## src/assert_macros.svh

```systemverilog
// Assertion macros used by the top-level RTL file of the pedestal correction block.
`ifndef ASSERT_MACROS_SVH
`define ASSERT_MACROS_SVH

`ifndef ASSERT_OFF

`define ASSERT_CLK(lbl, clk, rst_n, prop, msg) \
  lbl: assert property (@(posedge clk) disable iff (!rst_n) prop) else $error(msg);

`define ASSERT_IMPL(lbl, clk, rst_n, ante, cons, msg) \
  lbl: assert property (@(posedge clk) disable iff (!rst_n) (ante) |-> (cons)) \
    else $error(msg);

`else

`define ASSERT_CLK(lbl, clk, rst_n, prop, msg)

`define ASSERT_IMPL(lbl, clk, rst_n, ante, cons, msg)

`endif

`endif

```

## src/apc_pkg.sv

```systemverilog
// Package with widths, codes and state types of the pedestal correction block.
package apc_pkg;

  localparam int CHANNELS_DEF = 12;
  localparam int ADC_BITS_DEF = 12;

  localparam int CH_W       = 4;
  localparam int COEF_W     = 16;
  localparam int SCALE_FRAC = 12;
  localparam int FRAC_W     = 4;
  localparam int COR_W      = 24;
  localparam int SUM_W      = 32;
  localparam int HIT_W      = 4;
  localparam int ZC_W       = 8;
  localparam int CFG_IDX_W  = 2;
  localparam int CFG_DATA_W = 8;

  localparam logic [ZC_W-1:0] ZERO_CUT_RST = 8'd5;

  typedef enum logic {
    ITEM_SAMPLE = 1'b0,
    ITEM_LOAD   = 1'b1
  } item_mode_t;

  typedef enum logic [1:0] {
    TBL_SCALE     = 2'd0,
    TBL_OFFSET    = 2'd1,
    TBL_THRESHOLD = 2'd2,
    TBL_PEDESTAL  = 2'd3
  } table_sel_t;

  typedef enum logic [1:0] {
    CM_OFFSET_GAIN    = 2'd0,
    CM_GAIN_MINUS_PED = 2'd1,
    CM_GAIN_OVER_PED  = 2'd2,
    CM_SHIFT_CUT      = 2'd3
  } corr_mode_t;

  typedef enum logic [CFG_IDX_W-1:0] {
    REG_CORRECTION_MODE = 2'd0,
    REG_ZERO_CUT        = 2'd1
  } cfg_reg_t;

  typedef enum logic [2:0] {
    ST_IDLE,
    ST_READ,
    ST_MUL,
    ST_DIV,
    ST_ROUND,
    ST_FIN,
    ST_ACC
  } st_t;

endpackage

```

## src/apc_in_if.sv

```systemverilog
// Input request channel: samples and coefficient loads.
interface apc_in_if import apc_pkg::*; #(
  parameter int ADC_BITS = ADC_BITS_DEF
) ();
  logic                     valid;
  logic                     ready;
  logic                     mode;
  logic [CH_W-1:0]          channel;
  logic [1:0]               table_select;
  logic signed [COEF_W-1:0] load_value;
  logic [ADC_BITS-1:0]      energy;
  logic                     sample_valid;
  logic                     last_in_event;

  modport source (
    output valid, mode, channel, table_select, load_value, energy, sample_valid,
           last_in_event,
    input  ready
  );

  modport sink (
    input  valid, mode, channel, table_select, load_value, energy, sample_valid,
           last_in_event,
    output ready
  );
endinterface

```

## src/apc_out_if.sv

```systemverilog
// Result channel: corrected sample with event sum and hit count.
interface apc_out_if import apc_pkg::*; ();
  logic                    valid;
  logic                    ready;
  logic [CH_W-1:0]         out_channel;
  logic signed [COR_W-1:0] corrected;
  logic signed [SUM_W-1:0] event_sum;
  logic [HIT_W-1:0]        hit_count;
  logic                    event_done;
  logic                    divide_fault;

  modport source (
    output valid, out_channel, corrected, event_sum, hit_count, event_done, divide_fault,
    input  ready
  );

  modport sink (
    input  valid, out_channel, corrected, event_sum, hit_count, event_done, divide_fault,
    output ready
  );
endinterface

```

## src/apc_cfg_if.sv

```systemverilog
// Configuration write channel: register index and write data.
interface apc_cfg_if import apc_pkg::*; ();
  logic                  valid;
  logic                  ready;
  logic [CFG_IDX_W-1:0]  index;
  logic [CFG_DATA_W-1:0] data;

  modport source (
    output valid, index, data,
    input  ready
  );

  modport sink (
    input  valid, index, data,
    output ready
  );
endinterface

```

## src/apc_ram.sv

```systemverilog
// Generic single-write, single-read RAM with registered read data.
module apc_ram import apc_pkg::*; #(
  parameter int WIDTH = COEF_W,
  parameter int DEPTH = CHANNELS_DEF,
  localparam int AW = (DEPTH > 1) ? $clog2(DEPTH) : 1
) (
  input  logic             clk,
  input  logic             we,
  input  logic [AW-1:0]    waddr,
  input  logic [WIDTH-1:0] wdata,
  input  logic [AW-1:0]    raddr,
  output logic [WIDTH-1:0] rdata
);

  logic [WIDTH-1:0] mem [DEPTH];
  logic [WIDTH-1:0] rdata_r;

  always_ff @(posedge clk) begin
    if (we) begin
      mem[waddr] <= wdata;
    end
    rdata_r <= mem[raddr];
  end

  assign rdata = rdata_r;

endmodule

```

## src/adc_pedestal_correct_sum_hits.sv

```systemverilog
// Top level of the pedestal and gain correction block with event sum and hit count.
//
// Each sample request is corrected with the per-channel scale, offset, threshold and
// pedestal held in four small RAMs, and gives one result with the running event sum and
// hit count; a coefficient load request writes one table entry and gives no result. A
// sample runs through a bit-serial shift-add multiplier of MB = max(ADC_BITS+4, 16)+1
// steps, so offset, pedestal and threshold modes pass the read, multiply, round, final
// and accumulate states. The ratio mode adds a restoring divider that yields one
// quotient bit per cycle over 16+ADC_BITS bits after the multiply and skips rounding.
// Invalid samples, out-of-range channels, zero pedestals in ratio mode and values
// removed by the zero cut go from the read state straight to the accumulate state. The
// next request is taken while a finished result still waits in the output register.
// Tables are not cleared at reset and must be loaded before use.
`include "assert_macros.svh"

module adc_pedestal_correct_sum_hits import apc_pkg::*; #(
  parameter int CHANNELS = CHANNELS_DEF,
  parameter int ADC_BITS = ADC_BITS_DEF
) (
  input  logic       clk,
  input  logic       rst_n,
  apc_in_if.sink     in_bus,
  apc_out_if.source  out_bus,
  apc_cfg_if.sink    cfg_bus
);

  localparam int AW     = (CHANNELS > 1) ? $clog2(CHANNELS) : 1;
  localparam int E16_W  = ADC_BITS + FRAC_W;
  localparam int SH_W   = ((E16_W > COEF_W) ? E16_W : COEF_W) + 2;
  localparam int MB_W   = SH_W - 1;
  localparam int P_W    = COEF_W + MB_W;
  localparam int DV_W   = COEF_W + ADC_BITS;
  localparam int DS_W   = COEF_W + FRAC_W;
  localparam int RS_LO  = SCALE_FRAC - FRAC_W;
  localparam int RS_HI  = SCALE_FRAC;
  localparam int R_W    = P_W + 1 - RS_LO;
  localparam int CNT_W  = $clog2(((MB_W > DV_W) ? MB_W : DV_W) + 1);
  localparam int SATIN_W = 48;

  localparam logic [P_W:0] HALF_LO = (P_W + 1)'(1) << (RS_LO - 1);
  localparam logic [P_W:0] HALF_HI = (P_W + 1)'(1) << (RS_HI - 1);

  localparam logic signed [COR_W-1:0] COR_MAX = {1'b0, {(COR_W - 1){1'b1}}};
  localparam logic signed [COR_W-1:0] COR_MIN = {1'b1, {(COR_W - 1){1'b0}}};
  localparam logic signed [SUM_W-1:0] SUM_MAX = {1'b0, {(SUM_W - 1){1'b1}}};
  localparam logic signed [SUM_W-1:0] SUM_MIN = {1'b1, {(SUM_W - 1){1'b0}}};

  function automatic logic signed [COR_W-1:0] sat_cor(input logic signed [SATIN_W-1:0] v);
    logic [SATIN_W-COR_W:0] hi;
    hi = v[SATIN_W-1:COR_W-1];
    if ((&hi) || !(|hi)) begin
      return v[COR_W-1:0];
    end else if (v[SATIN_W-1]) begin
      return COR_MIN;
    end else begin
      return COR_MAX;
    end
  endfunction

  st_t state_r, state_nxt;

  logic [CNT_W-1:0]        cnt_r, cnt_nxt;
  logic [CH_W-1:0]         ch_r, ch_nxt;
  logic [AW-1:0]           ch_addr_r, ch_addr_nxt;
  logic [ADC_BITS-1:0]     e_r, e_nxt;
  logic                    ok_r, ok_nxt;
  logic                    last_r, last_nxt;
  logic                    fault_r, fault_nxt;
  logic                    neg_r, neg_nxt;
  logic [COEF_W-1:0]       mag_r, mag_nxt;
  logic [P_W-1:0]          prod_r, prod_nxt;
  logic [DS_W-1:0]         rem_r, rem_nxt;
  logic [R_W-1:0]          r_r, r_nxt;
  logic signed [COR_W-1:0] cor_r, cor_nxt;

  logic signed [SUM_W-1:0] running_sum_r, running_sum_nxt;
  logic [HIT_W-1:0]        running_hits_r, running_hits_nxt;
  corr_mode_t              corr_mode_r, corr_mode_nxt;
  logic [ZC_W-1:0]         zero_cut_r, zero_cut_nxt;

  logic                    out_valid_r, out_valid_nxt;
  logic [CH_W-1:0]         och_r, och_nxt;
  logic signed [COR_W-1:0] ocor_r, ocor_nxt;
  logic signed [SUM_W-1:0] osum_r, osum_nxt;
  logic [HIT_W-1:0]        ohits_r, ohits_nxt;
  logic                    odone_r, odone_nxt;
  logic                    ofault_r, ofault_nxt;

  logic                    in_acc;
  logic [AW+CH_W-1:0]      ch_ext;
  logic [AW-1:0]           in_addr;
  logic                    in_range;
  logic [AW-1:0]           raddr;
  logic                    load_ok;
  logic [COEF_W-1:0]       scale_q, offset_q, thr_q, ped_q;

  logic signed [SH_W-1:0]  sh;
  logic                    cut;
  logic [COEF_W:0]         mul_add;
  logic [DS_W:0]           trial;
  logic [DS_W:0]           dvs;
  logic [DS_W:0]           div_diff;
  logic                    div_ge;
  logic [P_W:0]            rnd;
  logic signed [SATIN_W-1:0] fin_val;
  logic signed [SUM_W:0]   sum_ext;
  logic signed [SUM_W-1:0] sum_sat;
  logic signed [COR_W-1:0] thr_cor;
  logic                    hit;
  logic [HIT_W-1:0]        hits_after;
  logic signed [SUM_W-1:0] sum_after;
  logic                    slot_free;

  assign in_bus.ready  = (state_r == ST_IDLE);
  assign cfg_bus.ready = 1'b1;
  assign in_acc        = in_bus.valid && in_bus.ready;

  assign ch_ext   = {{AW{1'b0}}, in_bus.channel};
  assign in_addr  = ch_ext[AW-1:0];
  assign in_range = ch_ext < (AW + CH_W)'(CHANNELS);
  assign raddr    = (state_r == ST_IDLE) ? in_addr : ch_addr_r;
  assign load_ok  = in_acc && (item_mode_t'(in_bus.mode) == ITEM_LOAD) && in_range;

  apc_ram #(.WIDTH(COEF_W), .DEPTH(CHANNELS)) u_scale_ram (
    .clk   (clk),
    .we    (load_ok && (table_sel_t'(in_bus.table_select) == TBL_SCALE)),
    .waddr (in_addr),
    .wdata (in_bus.load_value),
    .raddr (raddr),
    .rdata (scale_q)
  );

  apc_ram #(.WIDTH(COEF_W), .DEPTH(CHANNELS)) u_offset_ram (
    .clk   (clk),
    .we    (load_ok && (table_sel_t'(in_bus.table_select) == TBL_OFFSET)),
    .waddr (in_addr),
    .wdata (in_bus.load_value),
    .raddr (raddr),
    .rdata (offset_q)
  );

  apc_ram #(.WIDTH(COEF_W), .DEPTH(CHANNELS)) u_thr_ram (
    .clk   (clk),
    .we    (load_ok && (table_sel_t'(in_bus.table_select) == TBL_THRESHOLD)),
    .waddr (in_addr),
    .wdata (in_bus.load_value),
    .raddr (raddr),
    .rdata (thr_q)
  );

  apc_ram #(.WIDTH(COEF_W), .DEPTH(CHANNELS)) u_ped_ram (
    .clk   (clk),
    .we    (load_ok && (table_sel_t'(in_bus.table_select) == TBL_PEDESTAL)),
    .waddr (in_addr),
    .wdata (in_bus.load_value),
    .raddr (raddr),
    .rdata (ped_q)
  );

  assign sh  = $signed({{(SH_W - E16_W){1'b0}}, e_r, {FRAC_W{1'b0}}})
             - $signed({{(SH_W - COEF_W){thr_q[COEF_W-1]}}, thr_q});
  assign cut = sh <= $signed({{(SH_W - ZC_W - FRAC_W){1'b0}}, zero_cut_r, {FRAC_W{1'b0}}});

  assign mul_add = {1'b0, prod_r[P_W-1:MB_W]} + (prod_r[0] ? {1'b0, scale_q} : '0);

  assign trial    = {rem_r, prod_r[DV_W-1]};
  assign dvs      = {1'b0, mag_r, {FRAC_W{1'b0}}};
  assign div_diff = trial - dvs;
  assign div_ge   = trial >= dvs;

  assign rnd = {1'b0, prod_r} + ((corr_mode_r == CM_SHIFT_CUT) ? HALF_HI : HALF_LO);

  always_comb begin
    case (corr_mode_r)
      CM_OFFSET_GAIN: begin
        fin_val = $signed({{(SATIN_W - COEF_W){offset_q[COEF_W-1]}}, offset_q})
                + $signed({{(SATIN_W - R_W){1'b0}}, r_r});
      end
      CM_GAIN_MINUS_PED: begin
        fin_val = $signed({{(SATIN_W - R_W){1'b0}}, r_r})
                - $signed({{(SATIN_W - COEF_W){ped_q[COEF_W-1]}}, ped_q});
      end
      CM_GAIN_OVER_PED: begin
        if (neg_r) begin
          fin_val = -$signed({{(SATIN_W - DV_W){1'b0}}, prod_r[DV_W-1:0]});
        end else begin
          fin_val = $signed({{(SATIN_W - DV_W){1'b0}}, prod_r[DV_W-1:0]});
        end
      end
      default: begin
        fin_val = $signed({{(SATIN_W - R_W){1'b0}}, r_r});
      end
    endcase
  end

  assign sum_ext = $signed({running_sum_r[SUM_W-1], running_sum_r})
                 + $signed({{(SUM_W + 1 - COR_W){cor_r[COR_W-1]}}, cor_r});
  assign sum_sat = (sum_ext[SUM_W] != sum_ext[SUM_W-1])
                 ? (sum_ext[SUM_W] ? SUM_MIN : SUM_MAX) : sum_ext[SUM_W-1:0];
  assign thr_cor = $signed({{(COR_W - COEF_W){thr_q[COEF_W-1]}}, thr_q});
  assign hit     = ok_r && !fault_r
                 && ((corr_mode_r == CM_SHIFT_CUT) ? (!cor_r[COR_W-1] && (cor_r != '0))
                                                    : (cor_r >= thr_cor));
  assign hits_after = (hit && (running_hits_r != '1)) ? running_hits_r + 1'b1
                                                      : running_hits_r;
  assign sum_after  = ok_r ? sum_sat : running_sum_r;
  assign slot_free  = !out_valid_r || out_bus.ready;

  always_comb begin
    state_nxt        = state_r;
    cnt_nxt          = cnt_r;
    ch_nxt           = ch_r;
    ch_addr_nxt      = ch_addr_r;
    e_nxt            = e_r;
    ok_nxt           = ok_r;
    last_nxt         = last_r;
    fault_nxt        = fault_r;
    neg_nxt          = neg_r;
    mag_nxt          = mag_r;
    prod_nxt         = prod_r;
    rem_nxt          = rem_r;
    r_nxt            = r_r;
    cor_nxt          = cor_r;
    running_sum_nxt  = running_sum_r;
    running_hits_nxt = running_hits_r;
    corr_mode_nxt    = corr_mode_r;
    zero_cut_nxt     = zero_cut_r;
    out_valid_nxt    = out_valid_r && !out_bus.ready;
    och_nxt          = och_r;
    ocor_nxt         = ocor_r;
    osum_nxt         = osum_r;
    ohits_nxt        = ohits_r;
    odone_nxt        = odone_r;
    ofault_nxt       = ofault_r;

    case (state_r)
      ST_IDLE: begin
        if (in_acc && (item_mode_t'(in_bus.mode) == ITEM_SAMPLE)) begin
          ch_nxt      = in_bus.channel;
          ch_addr_nxt = in_addr;
          e_nxt       = in_bus.energy;
          ok_nxt      = in_bus.sample_valid && in_range;
          last_nxt    = in_bus.last_in_event;
          fault_nxt   = 1'b0;
          state_nxt   = ST_READ;
        end
      end
      ST_READ: begin
        cnt_nxt  = CNT_W'(MB_W);
        neg_nxt  = ped_q[COEF_W-1];
        mag_nxt  = ped_q[COEF_W-1] ? (~ped_q + 1'b1) : ped_q;
        cor_nxt  = '0;
        prod_nxt = {{(P_W - ADC_BITS){1'b0}}, e_r};
        if (!ok_r) begin
          state_nxt = ST_ACC;
        end else begin
          case (corr_mode_r)
            CM_SHIFT_CUT: begin
              if (cut) begin
                state_nxt = ST_ACC;
              end else begin
                prod_nxt  = {{COEF_W{1'b0}}, sh[MB_W-1:0]};
                state_nxt = ST_MUL;
              end
            end
            CM_GAIN_OVER_PED: begin
              if (ped_q == '0) begin
                fault_nxt = 1'b1;
                state_nxt = ST_ACC;
              end else begin
                state_nxt = ST_MUL;
              end
            end
            default: begin
              state_nxt = ST_MUL;
            end
          endcase
        end
      end
      ST_MUL: begin
        prod_nxt = {mul_add, prod_r[MB_W-1:1]};
        cnt_nxt  = cnt_r - 1'b1;
        if (cnt_r == CNT_W'(1)) begin
          if (corr_mode_r == CM_GAIN_OVER_PED) begin
            cnt_nxt   = CNT_W'(DV_W);
            rem_nxt   = '0;
            state_nxt = ST_DIV;
          end else begin
            state_nxt = ST_ROUND;
          end
        end
      end
      ST_DIV: begin
        rem_nxt  = div_ge ? div_diff[DS_W-1:0] : trial[DS_W-1:0];
        prod_nxt = {prod_r[P_W-2:0], div_ge};
        cnt_nxt  = cnt_r - 1'b1;
        if (cnt_r == CNT_W'(1)) begin
          state_nxt = ST_FIN;
        end
      end
      ST_ROUND: begin
        if (corr_mode_r == CM_SHIFT_CUT) begin
          r_nxt = R_W'(rnd[P_W:RS_HI]);
        end else begin
          r_nxt = rnd[P_W:RS_LO];
        end
        state_nxt = ST_FIN;
      end
      ST_FIN: begin
        cor_nxt   = sat_cor(fin_val);
        state_nxt = ST_ACC;
      end
      ST_ACC: begin
        if (slot_free) begin
          out_valid_nxt    = 1'b1;
          och_nxt          = ch_r;
          ocor_nxt         = cor_r;
          osum_nxt         = sum_after;
          ohits_nxt        = hits_after;
          odone_nxt        = last_r;
          ofault_nxt       = fault_r;
          running_sum_nxt  = last_r ? '0 : sum_after;
          running_hits_nxt = last_r ? '0 : hits_after;
          state_nxt        = ST_IDLE;
        end
      end
      default: begin
        state_nxt = ST_IDLE;
      end
    endcase

    if (cfg_bus.valid && cfg_bus.ready) begin
      case (cfg_reg_t'(cfg_bus.index))
        REG_CORRECTION_MODE: corr_mode_nxt = corr_mode_t'(cfg_bus.data[1:0]);
        REG_ZERO_CUT:        zero_cut_nxt  = cfg_bus.data[ZC_W-1:0];
        default: begin
        end
      endcase
    end
  end

  always_ff @(posedge clk) begin
    if (!rst_n) begin
      state_r        <= ST_IDLE;
      out_valid_r    <= 1'b0;
      running_sum_r  <= '0;
      running_hits_r <= '0;
      corr_mode_r    <= CM_OFFSET_GAIN;
      zero_cut_r     <= ZERO_CUT_RST;
    end else begin
      state_r        <= state_nxt;
      out_valid_r    <= out_valid_nxt;
      running_sum_r  <= running_sum_nxt;
      running_hits_r <= running_hits_nxt;
      corr_mode_r    <= corr_mode_nxt;
      zero_cut_r     <= zero_cut_nxt;
    end
  end

  always_ff @(posedge clk) begin
    cnt_r     <= cnt_nxt;
    ch_r      <= ch_nxt;
    ch_addr_r <= ch_addr_nxt;
    e_r       <= e_nxt;
    ok_r      <= ok_nxt;
    last_r    <= last_nxt;
    fault_r   <= fault_nxt;
    neg_r     <= neg_nxt;
    mag_r     <= mag_nxt;
    prod_r    <= prod_nxt;
    rem_r     <= rem_nxt;
    r_r       <= r_nxt;
    cor_r     <= cor_nxt;
    och_r     <= och_nxt;
    ocor_r    <= ocor_nxt;
    osum_r    <= osum_nxt;
    ohits_r   <= ohits_nxt;
    odone_r   <= odone_nxt;
    ofault_r  <= ofault_nxt;
  end

  assign out_bus.valid        = out_valid_r;
  assign out_bus.out_channel  = och_r;
  assign out_bus.corrected    = ocor_r;
  assign out_bus.event_sum    = osum_r;
  assign out_bus.hit_count    = ohits_r;
  assign out_bus.event_done   = odone_r;
  assign out_bus.divide_fault = ofault_r;

  // A zero pedestal in ratio mode must give a zero value, and only ratio mode may flag it.
  `ASSERT_IMPL(a_fault_zero, clk, rst_n, out_bus.valid && out_bus.divide_fault, out_bus.corrected == '0, "divide fault with nonzero value")
  `ASSERT_IMPL(a_fault_mode, clk, rst_n, out_bus.valid && out_bus.divide_fault, corr_mode_r == CM_GAIN_OVER_PED, "divide fault outside ratio mode")
  `ASSERT_CLK(a_hits_step, clk, rst_n, running_hits_r != $past(running_hits_r) |-> running_hits_r == $past(running_hits_r) + 4'd1 || running_hits_r == '0, "hit count jumped")
  `ASSERT_CLK(a_busy_after_sample, clk, rst_n, in_bus.valid && in_bus.ready && in_bus.mode == ITEM_SAMPLE |=> !in_bus.ready, "sample request did not block input")

endmodule

```

## src/flat_wrapper.sv

```systemverilog
// flat-port wrapper written by rule: the top's interface ports become plain ports
module adc_pedestal_correct_sum_hits_flat import apc_pkg::*;
#(
  parameter int CHANNELS = CHANNELS_DEF,
  parameter int ADC_BITS = ADC_BITS_DEF
)
  (clk, rst_n, in_bus_valid, in_bus_mode, in_bus_channel, in_bus_table_select, in_bus_load_value, in_bus_energy, in_bus_sample_valid, in_bus_last_in_event, in_bus_ready, out_bus_valid, out_bus_out_channel, out_bus_corrected, out_bus_event_sum, out_bus_hit_count, out_bus_event_done, out_bus_divide_fault, out_bus_ready, cfg_bus_valid, cfg_bus_index, cfg_bus_data, cfg_bus_ready);
  apc_in_if #(.ADC_BITS(ADC_BITS)) in_bus_i ();
  apc_out_if out_bus_i ();
  apc_cfg_if cfg_bus_i ();
  input  logic clk;
  input  logic rst_n;
  input wire logic [$bits(in_bus_i.valid)-1:0] in_bus_valid;
  input wire logic [$bits(in_bus_i.mode)-1:0] in_bus_mode;
  input wire logic [$bits(in_bus_i.channel)-1:0] in_bus_channel;
  input wire logic [$bits(in_bus_i.table_select)-1:0] in_bus_table_select;
  input wire logic [$bits(in_bus_i.load_value)-1:0] in_bus_load_value;
  input wire logic [$bits(in_bus_i.energy)-1:0] in_bus_energy;
  input wire logic [$bits(in_bus_i.sample_valid)-1:0] in_bus_sample_valid;
  input wire logic [$bits(in_bus_i.last_in_event)-1:0] in_bus_last_in_event;
  output wire logic [$bits(in_bus_i.ready)-1:0] in_bus_ready;
  output wire logic [$bits(out_bus_i.valid)-1:0] out_bus_valid;
  output wire logic [$bits(out_bus_i.out_channel)-1:0] out_bus_out_channel;
  output wire logic [$bits(out_bus_i.corrected)-1:0] out_bus_corrected;
  output wire logic [$bits(out_bus_i.event_sum)-1:0] out_bus_event_sum;
  output wire logic [$bits(out_bus_i.hit_count)-1:0] out_bus_hit_count;
  output wire logic [$bits(out_bus_i.event_done)-1:0] out_bus_event_done;
  output wire logic [$bits(out_bus_i.divide_fault)-1:0] out_bus_divide_fault;
  input wire logic [$bits(out_bus_i.ready)-1:0] out_bus_ready;
  input wire logic [$bits(cfg_bus_i.valid)-1:0] cfg_bus_valid;
  input wire logic [$bits(cfg_bus_i.index)-1:0] cfg_bus_index;
  input wire logic [$bits(cfg_bus_i.data)-1:0] cfg_bus_data;
  output wire logic [$bits(cfg_bus_i.ready)-1:0] cfg_bus_ready;
  assign in_bus_i.valid = in_bus_valid;
  assign in_bus_i.mode = in_bus_mode;
  assign in_bus_i.channel = in_bus_channel;
  assign in_bus_i.table_select = in_bus_table_select;
  assign in_bus_i.load_value = in_bus_load_value;
  assign in_bus_i.energy = in_bus_energy;
  assign in_bus_i.sample_valid = in_bus_sample_valid;
  assign in_bus_i.last_in_event = in_bus_last_in_event;
  assign in_bus_ready = in_bus_i.ready;
  assign out_bus_valid = out_bus_i.valid;
  assign out_bus_out_channel = out_bus_i.out_channel;
  assign out_bus_corrected = out_bus_i.corrected;
  assign out_bus_event_sum = out_bus_i.event_sum;
  assign out_bus_hit_count = out_bus_i.hit_count;
  assign out_bus_event_done = out_bus_i.event_done;
  assign out_bus_divide_fault = out_bus_i.divide_fault;
  assign out_bus_i.ready = out_bus_ready;
  assign cfg_bus_i.valid = cfg_bus_valid;
  assign cfg_bus_i.index = cfg_bus_index;
  assign cfg_bus_i.data = cfg_bus_data;
  assign cfg_bus_ready = cfg_bus_i.ready;
  adc_pedestal_correct_sum_hits #(.CHANNELS(CHANNELS), .ADC_BITS(ADC_BITS)) u_core (.clk(clk), .rst_n(rst_n), .in_bus(in_bus_i), .out_bus(out_bus_i), .cfg_bus(cfg_bus_i));
endmodule
```

## config.mk

```make
export PLATFORM = sky130hd
export DESIGN_NAME = adc_pedestal_correct_sum_hits_flat
export DESIGN_NICKNAME = d
export VERILOG_FILES = /design/src/apc_pkg.sv /design/src/apc_in_if.sv /design/src/apc_out_if.sv /design/src/apc_cfg_if.sv /design/src/apc_ram.sv /design/src/adc_pedestal_correct_sum_hits.sv /design/src/flat_wrapper.sv
export VERILOG_INCLUDE_DIRS = /design/src /design/src/src
export SDC_FILE = /design/constraint.sdc
export NUM_CORES = 2
export LEC_CHECK = 0
export ABC_AREA = 1
export BUFFER_PORTS_ARGS = -buffer_cell sky130_fd_sc_hd__buf_2
export CELL_PAD_IN_SITES_DETAIL_PLACEMENT = 1
export CELL_PAD_IN_SITES_GLOBAL_PLACEMENT = 2
export CORE_AREA = 8 8 386 388
export CTS_CLUSTER_SIZE = 24
export DETAILED_ROUTE_END_ITERATION = 16
export DIE_AREA = 0 0 394 396
export GPL_ROUTABILITY_DRIVEN = 0
export PLACE_DENSITY_LB_ADDON = 0.1
export SLEW_MARGIN = 40
export SYNTH_ARGS = -nofsm -noshare
export SYNTH_HDL_FRONTEND = slang
export SYNTH_SLANG_ARGS = --single-unit
```

## constraint.sdc

```tcl
create_clock -name clk -period 5.3 [get_ports clk]
set_input_delay 1.06 -clock clk [delete_from_list [all_inputs] [get_ports clk]]
set_output_delay 1.06 -clock clk [all_outputs]
set_load 0.005 [all_outputs]
```

* Word level (Yosys, flattened, before mapping)
Memory sizes are Yosys's and may differ from the RTL's. A register that Yosys moved wholly into a read port is not among the register bits. Cells that the tools add are included.
Storage, ports and cells: register bits 260, RAM bits 768, bits of input ports 52, logic and storage cells 164, memories kept 4
Operators by class: add/sub/neg operators 11, order comparisons 4, equal/unequal tests 24, multiplexer cells 53, bitwise logic cells 2, reduce and logical (&&, ||, !) cells 40
Memories:
- u_core.u_offset_ram.mem | words 12, width 16, rd ports 1, clocked after Yosys merged registers in 1, write ports 1, line apc_ram.sv:15 | logic [WIDTH-1:0] mem [DEPTH];
- u_core.u_ped_ram.mem | words 12, width 16, rd ports 1, clocked after Yosys merged registers in 1, write ports 1, line apc_ram.sv:15
- u_core.u_scale_ram.mem | words 12, width 16, rd ports 1, clocked after Yosys merged registers in 1, write ports 1, line apc_ram.sv:15
- u_core.u_thr_ram.mem | words 12, width 16, rd ports 1, clocked after Yosys merged registers in 1, write ports 1, line apc_ram.sv:15
Operator list (number):
- 48-bit one-hot mux with 3 select lines | 1
- 32-bit two-way mux | 4
- 33-bit one-hot mux with 3 select lines | 1
- 33-bit two-way mux | 2
- 20-bit two-way mux | 3
- 24-bit two-way mux | 2
- 48-bit two-way mux | 1
- 28-bit negator with 48-bit output | 1
- 24-bit one-hot mux with 2 select lines | 1
- 20-bit one-hot mux with 2 select lines | 1
- 33-bit by 12-bit adder with 34-bit output | 1
- 32-bit by 24-bit adder with 33-bit output | 1
- 16-bit by 27-bit adder with 28-bit output | 1
- 27-bit by 16-bit subtractor with 28-bit output | 1
- 25-bit AND reduction | 1
- 25-bit OR reduction | 1
- 24-bit by 16-bit greater-or-equal comparator with 1-bit output | 1
- 3-bit two-way mux | 8
- 24-bit nonzero test | 1
- 22-bit two-way mux | 1
- 21-bit by 20-bit greater-or-equal comparator with 1-bit output | 1
- 3-bit one-hot mux with 7 select lines | 1
- 20-bit subtractor | 1
- 18-bit by 13-bit <= comparator with 1-bit output | 1
- 40 further kinds | 96

* Depth between registers and ports, before layout
depth in word-level cells 8, mapped depth 25

* By module
A second synthesis with hierarchy kept.
Unflattened totals: cell total of the unflattened synthesis 6018, area, all modules 55348.1 um^2
Modules (own cells, without submodules):
- apc_ram (u_core.u_ped_ram ...) | times used 3, cells an instance 752, area each 8371.8 um^2, seq. area each 6085.8 um^2
- adc_pedestal_correct_sum_hits | times used 1, cells an instance 3010, area each 21820.9 um^2, seq. area each 7307.0 um^2
- apc_ram (u_core.u_offset_ram) | times used 1, cells an instance 752, area each 8411.8 um^2, seq. area each 6085.8 um^2

* Worst setup path before layout
No wires, ideal clock.
path type input to register, start point in out_bus_ready, end point reg u_core.running_hits_r[3], setup time 0.070 ns, arrival 5.166 ns, required time 5.230 ns, path slack 0.064 ns, stages on the path 7, buffers on the path 1, cell sequence nor2_1 -> nor2_1 -> inv_2 -> nor2_1 -> buf_2 -> nand3_1 -> a21oi_1
On the way: longest elaborated chain between the ends 2
RTL lines:
- start, declared | line flat_wrapper.sv:29 | input wire logic [$bits(out_bus_i.ready)-1:0] out_bus_ready;
- 1-bit logical OR | line adc_pedestal_correct_sum_hits.sv:207 | assign slot_free = !out_valid_r || out_bus.ready;
- 2-bit AND reduction (no source line)
- end signal, assigned | line adc_pedestal_correct_sum_hits.sv:354 | running_hits_r <= running_hits_nxt;
- end, declared | line adc_pedestal_correct_sum_hits.sv:77 | logic [HIT_W-1:0] running_hits_r, running_hits_nxt;
No other way between the ends. A chain may end at the register's enable or synchronous reset.

* Worst setup path after layout
start point reg u_core.e_r[2], end point reg u_core.prod_r[9], data pin
On the way: longest elaborated chain between the ends 6
RTL lines:
- start, declared | line adc_pedestal_correct_sum_hits.sv:65 | logic [ADC_BITS-1:0] e_r, e_nxt;
- start signal, assigned | line adc_pedestal_correct_sum_hits.sv:364 | e_r <= e_nxt;
- 17-bit by 16-bit subtractor with 18-bit output (*) | line adc_pedestal_correct_sum_hits.sv:161 | - $signed({{(SH_W - COEF_W){thr_q[COEF_W-1]}}, thr_q});
- 18-bit by 13-bit <= comparator with 1-bit output | line adc_pedestal_correct_sum_hits.sv:162 | assign cut = sh <= $signed({{(SH_W - ZC_W - FRAC_W){1'b0}}, zero_cut_r, {FRAC_W{1'b0}}});
- 17-bit two-way mux (*) | line adc_pedestal_correct_sum_hits.sv:259 | if (cut) begin
- 33-bit two-way mux (*) | line adc_pedestal_correct_sum_hits.sv:257 | case (corr_mode_r)
- 33-bit two-way mux (*) | line adc_pedestal_correct_sum_hits.sv:254 | if (!ok_r) begin
- 33-bit one-hot mux with 3 select lines (*) | line adc_pedestal_correct_sum_hits.sv:236 | case (state_r)
- named net u_core.prod_nxt[9] | line adc_pedestal_correct_sum_hits.sv:71 | logic [P_W-1:0] prod_r, prod_nxt;
- end signal, assigned | line adc_pedestal_correct_sum_hits.sv:370 | prod_r <= prod_nxt;
- end, declared | line adc_pedestal_correct_sum_hits.sv:71
The timed path passes the listed nets; every way through them passes the cells marked *.

==> metrics.yaml <==
sta:
  setup_viol: 0
  fin_ws_ps: 1224
  fin_skew_ps: 79.38
  worst_slew_pin_slew_ps: 855.2
  fmax_mhz: 245.3
  fin_crit_sh: 0.7691
  setup_tns_ps: 0
  worst_slew_margin_rel: 0.4285
  slew_viol_final: 0
  final_hold_viol_count: 0
  rsz0062_at_grt: "false"
  finalCriticalPeriod_ps: 4076
  hold_ws_ps: 470.8
yosys:
  ys_warn_count: 0
  synth-seq-cells: 1092
  ys_dominant_reg_cell: "edfxtp_1"
  netlist_area_mm2: 0.05242
  syn_nets: 5561
  avgSynthCellArea_um2: 9.830
  synth.distinct_cells: 58
  async_flop_share: 0
  synthCells: 5333
  synth_seq_area_share: 0.6038
  synth_edf_count: 978
clock_network:
  cts-root-buf: "clkbuf_16"
  cts.repair.resized: 0
  clk_latency_ps: 750
  cts_tree: "yes"
  htreeDepth: 3
  cts_sinks: 1092
  cts.path.max_buffers: 3
  clk_pin_slew_worst_paths_ps: 60
  cts_buffers: 118
  holdBufCountCts: 0
  post-cts-setup-buffers: 0
global_routing:
  grt_pass1_vias: 40350
  grt_overflow: 0
  grt_pass1_wl_um: 269600
  grt_max_degree: 119
  antenna_found_initial: 6
  grt.total_usage: 0.2251
setup_path:
  critPathMaxFanout: 20
  crit_required_ps: 5770
  end_kind: "register"
  path_class: "register to register"
  reg2reg_slack_ps: 1220
  worst_setup_path_start_kind: "register"
  cp.arrival_ps: 4550
route:
  routed_wl_um: 180900
  ant_nets: 0
  route.detailed.drc: 0
  drt-pass1-iter-count: 5
  viasPerCell: 5.300
  vias: 39620
  first_iter_violations: 2888
  wl_per_cell_um: 24.20
place:
  dp_worst_setup_slack_ps: 1171
  place.detailed.hpwl_um: 124100
  dp.cells: 7253
  portBuffers: 119
  place_area_mm2: 0.05562
die:
  fp.dieW_um: 394
  dieArea_mm2: 0.1560
  core_area_mm2: 0.1428
  die_h_um: 396
  row_count: 139
  initial_core_util: 0.3671
  ioPinCount: 121
power_and_ir_drop:
  clkPwrFrac: 0.250
  switching_share: 0.4356
  p_sw_mw: 14.83
  comb_power_share: 0.425
  leakage_nw: 22.54
  power_density_mw_per_mm2: 571.0
  ir_drop_mv: 0.3777
  p_int_mw: 19.22
  seq_power_share: 0.325
  p_total_mw: 34.05
flow_run:
  cap_violations: 0
layout:
  fin_cells: 7476
  diodes: 0
  finalNetCount: 5698
  fin_area_mm2: 0.05963
  final_util: 0.4176
  areaGrowthSynthToFinish_pct: 13.76
  final_layout_size_suffix_gt1_frac: 0.09367
  nFillCells: 15970
outcome:
  status: "finished clean"
min_path:
  hold_path.class: "register to register"
==> routing by layer <==
layer | GRT usage | vias to the layer above | wire length [um]
met5 | 0 | - | 0
met4 | 0.04871 | 0 | 3913
met3 | 0.02748 | 223 | 7301
met2 | 0.3740 | 753 | 84610
met1 | 0.3170 | 19810 | 85090
li1 | - | 18830 | -
==> path summary, 6_finish.rpt <==
path | from | to | cells after the start
max reg2reg | u_core.e_r[2]$_DFFE_PP_ | u_core.prod_r[9]$_DFFE_PP_ | 20
min reg2reg | u_core.ch_r[2]$_DFFE_PP_ | u_core.out_bus.out_channel[2]$_DFFE_PP_ | 0
min | u_core.ch_r[2]$_DFFE_PP_ | u_core.out_bus.out_channel[2]$_DFFE_PP_ | 0
max | u_core.e_r[2]$_DFFE_PP_ | u_core.prod_r[9]$_DFFE_PP_ | 20
==> state kept, by name, summed over array words and instances, names as in the netlist, 3 cells and up <==
register and flops:
u_core.u_offset_ram.mem 192, u_core.u_ped_ram.mem 192, u_core.u_scale_ram.mem 192, u_core.u_thr_ram.mem 192, u_core.prod_r 33, u_core.out_bus.event_sum 32
u_core.running_sum_r 32, u_core.r_r 26, u_core.cor_r 24, u_core.out_bus.corrected 24, u_core.rem_r 20, u_core.mag_r 16
u_core.u_offset_ram.rdata 16, u_core.u_ped_ram.rdata 16, u_core.u_scale_ram.rdata 16, u_core.u_thr_ram.rdata 16, u_core.e_r 12, u_core.zero_cut_r 8
u_core.cnt_r 5, u_core.ch_r 4, u_core.out_bus.hit_count 4, u_core.out_bus.out_channel 4, u_core.running_hits_r 4, u_core.state_r 3
==> cells in the final DEF (no fill, tap or decap), types with 11 or more instances in the layout <==
cell and count:
a21boi_0 14, ha_1 171, o211ai_1 11, a21o_1 12
xor2_1 61, o21ai_0 508, clkbuf_1 33, clkbuf_16 119
nor2_1 581, clkinv_1 12, or2_2 18, o21ai_1 41
nor4_1 12, nand3_1 384, nand2_1 1157, o21bai_1 11
nand2_2 12, xnor2_1 24, buf_4 108, clkinv_2 27
bufinv_16 12, clkbuf_8 12, edfxtp_1 978, buf_2 116
dfxtp_1 113, nor3_1 34, a21oi_1 261, nor2_2 23
inv_1 392, nand4_1 39, o22ai_1 136, o2111ai_1 13
==> critical path, cell delays in order, from the launching register on <==
cell,delay [ps]
edfxtp_1,450
ha_1,380
a21oi_1,220
o21a_1,180
o21ai_2,100
a31oi_1,180
xnor2_1,140
ha_1,320
nand2_1,100
nor2_1,110
o21ai_0,80
o211ai_1,100
nand3_1,100
a21oi_1,160
nor2_1,70
nand3_1,60
nand2_1,80
inv_1,120
nand2_1,370
o21ai_0,340
o221ai_1,150
==> kinds of logic after synthesis <==
logic type      after synthesis  share of synthesized area
other cells                   1                 0.00007154
compound gates             1048                     0.1088
buf+inv                     626                    0.04714
xor+xnor                     85                    0.01420
flops                      1092                     0.6038
simple gates               2305                     0.1833
fa+ha+maj                   176                    0.04272
==> area by class of cell <==
| type | instances | area [um2] | area share |
|---|---|---|---|
| Clock buffer | 164 | 3267 | 0.05478 |
| Inverter | 408 | 1551 | 0.02602 |
| Clock inverter | 59 | 737.0 | 0.01236 |
| Sequential cell | 1092 | 31650 | 0.5308 |
| Timing Repair Buffer | 235 | 1618 | 0.02713 |
| Multi-Input combinational cell | 3615 | 18430 | 0.3090 |
| Tap cell | 1903 | 2381 | 0.03993 |
==> synthesized netlist by cell type (6+ instances only) <==
| library cell | count | area [um2] |
|---|---|---|
| nand4_1 | 39 | 244.0 |
| nand2_1 | 1159 | 4350 |
| clkbuf_1 | 151 | 566.8 |
| o21bai_1 | 11 | 82.58 |
| buf_2 | 43 | 215.2 |
| o21ai_0 | 510 | 2552 |
| o221ai_1 | 6 | 52.55 |
| nand2_2 | 11 | 68.82 |
| ha_1 | 171 | 2140 |
| buf_1 | 13 | 48.80 |
| o21ai_1 | 41 | 205.2 |
| xor2_1 | 61 | 534.3 |
| a21boi_0 | 15 | 112.6 |
| inv_2 | 8 | 30.03 |
| nor3_1 | 34 | 170.2 |
| o211ai_1 | 11 | 82.58 |
| a21o_1 | 12 | 90.09 |
| nand3_1 | 384 | 1922 |
| xnor2_1 | 24 | 210.2 |
| a21oi_1 | 261 | 1306 |
| dfxtp_1 | 114 | 2282 |
| nand3_2 | 9 | 90.09 |
| and2_1 | 7 | 43.79 |
| a31oi_1 | 7 | 43.79 |
| nor2_1 | 599 | 2248 |
| nand3b_1 | 8 | 60.06 |
| buf_6 | 7 | 78.83 |
| nor2_2 | 11 | 68.82 |
| edfxtp_1 | 978 | 29370 |
| or2_2 | 18 | 112.6 |
| inv_1 | 395 | 1483 |
| o22ai_1 | 136 | 850.8 |
| nor4_1 | 14 | 87.58 |
| o2111ai_1 | 13 | 113.9 |
==> power by group through the flow <==
stage	combinational, mW	clock [mW]	sequential [mW]
CTS	14.7	8.69	11.1
floorplan	9.16	0	10.7
finish	14.5	8.50	11.1
detailed placement	14.6	0	11.2
global route	16.1	8.96	11.1
global placement	14.4	0	11.2
(Power assumes the default switching activity.)
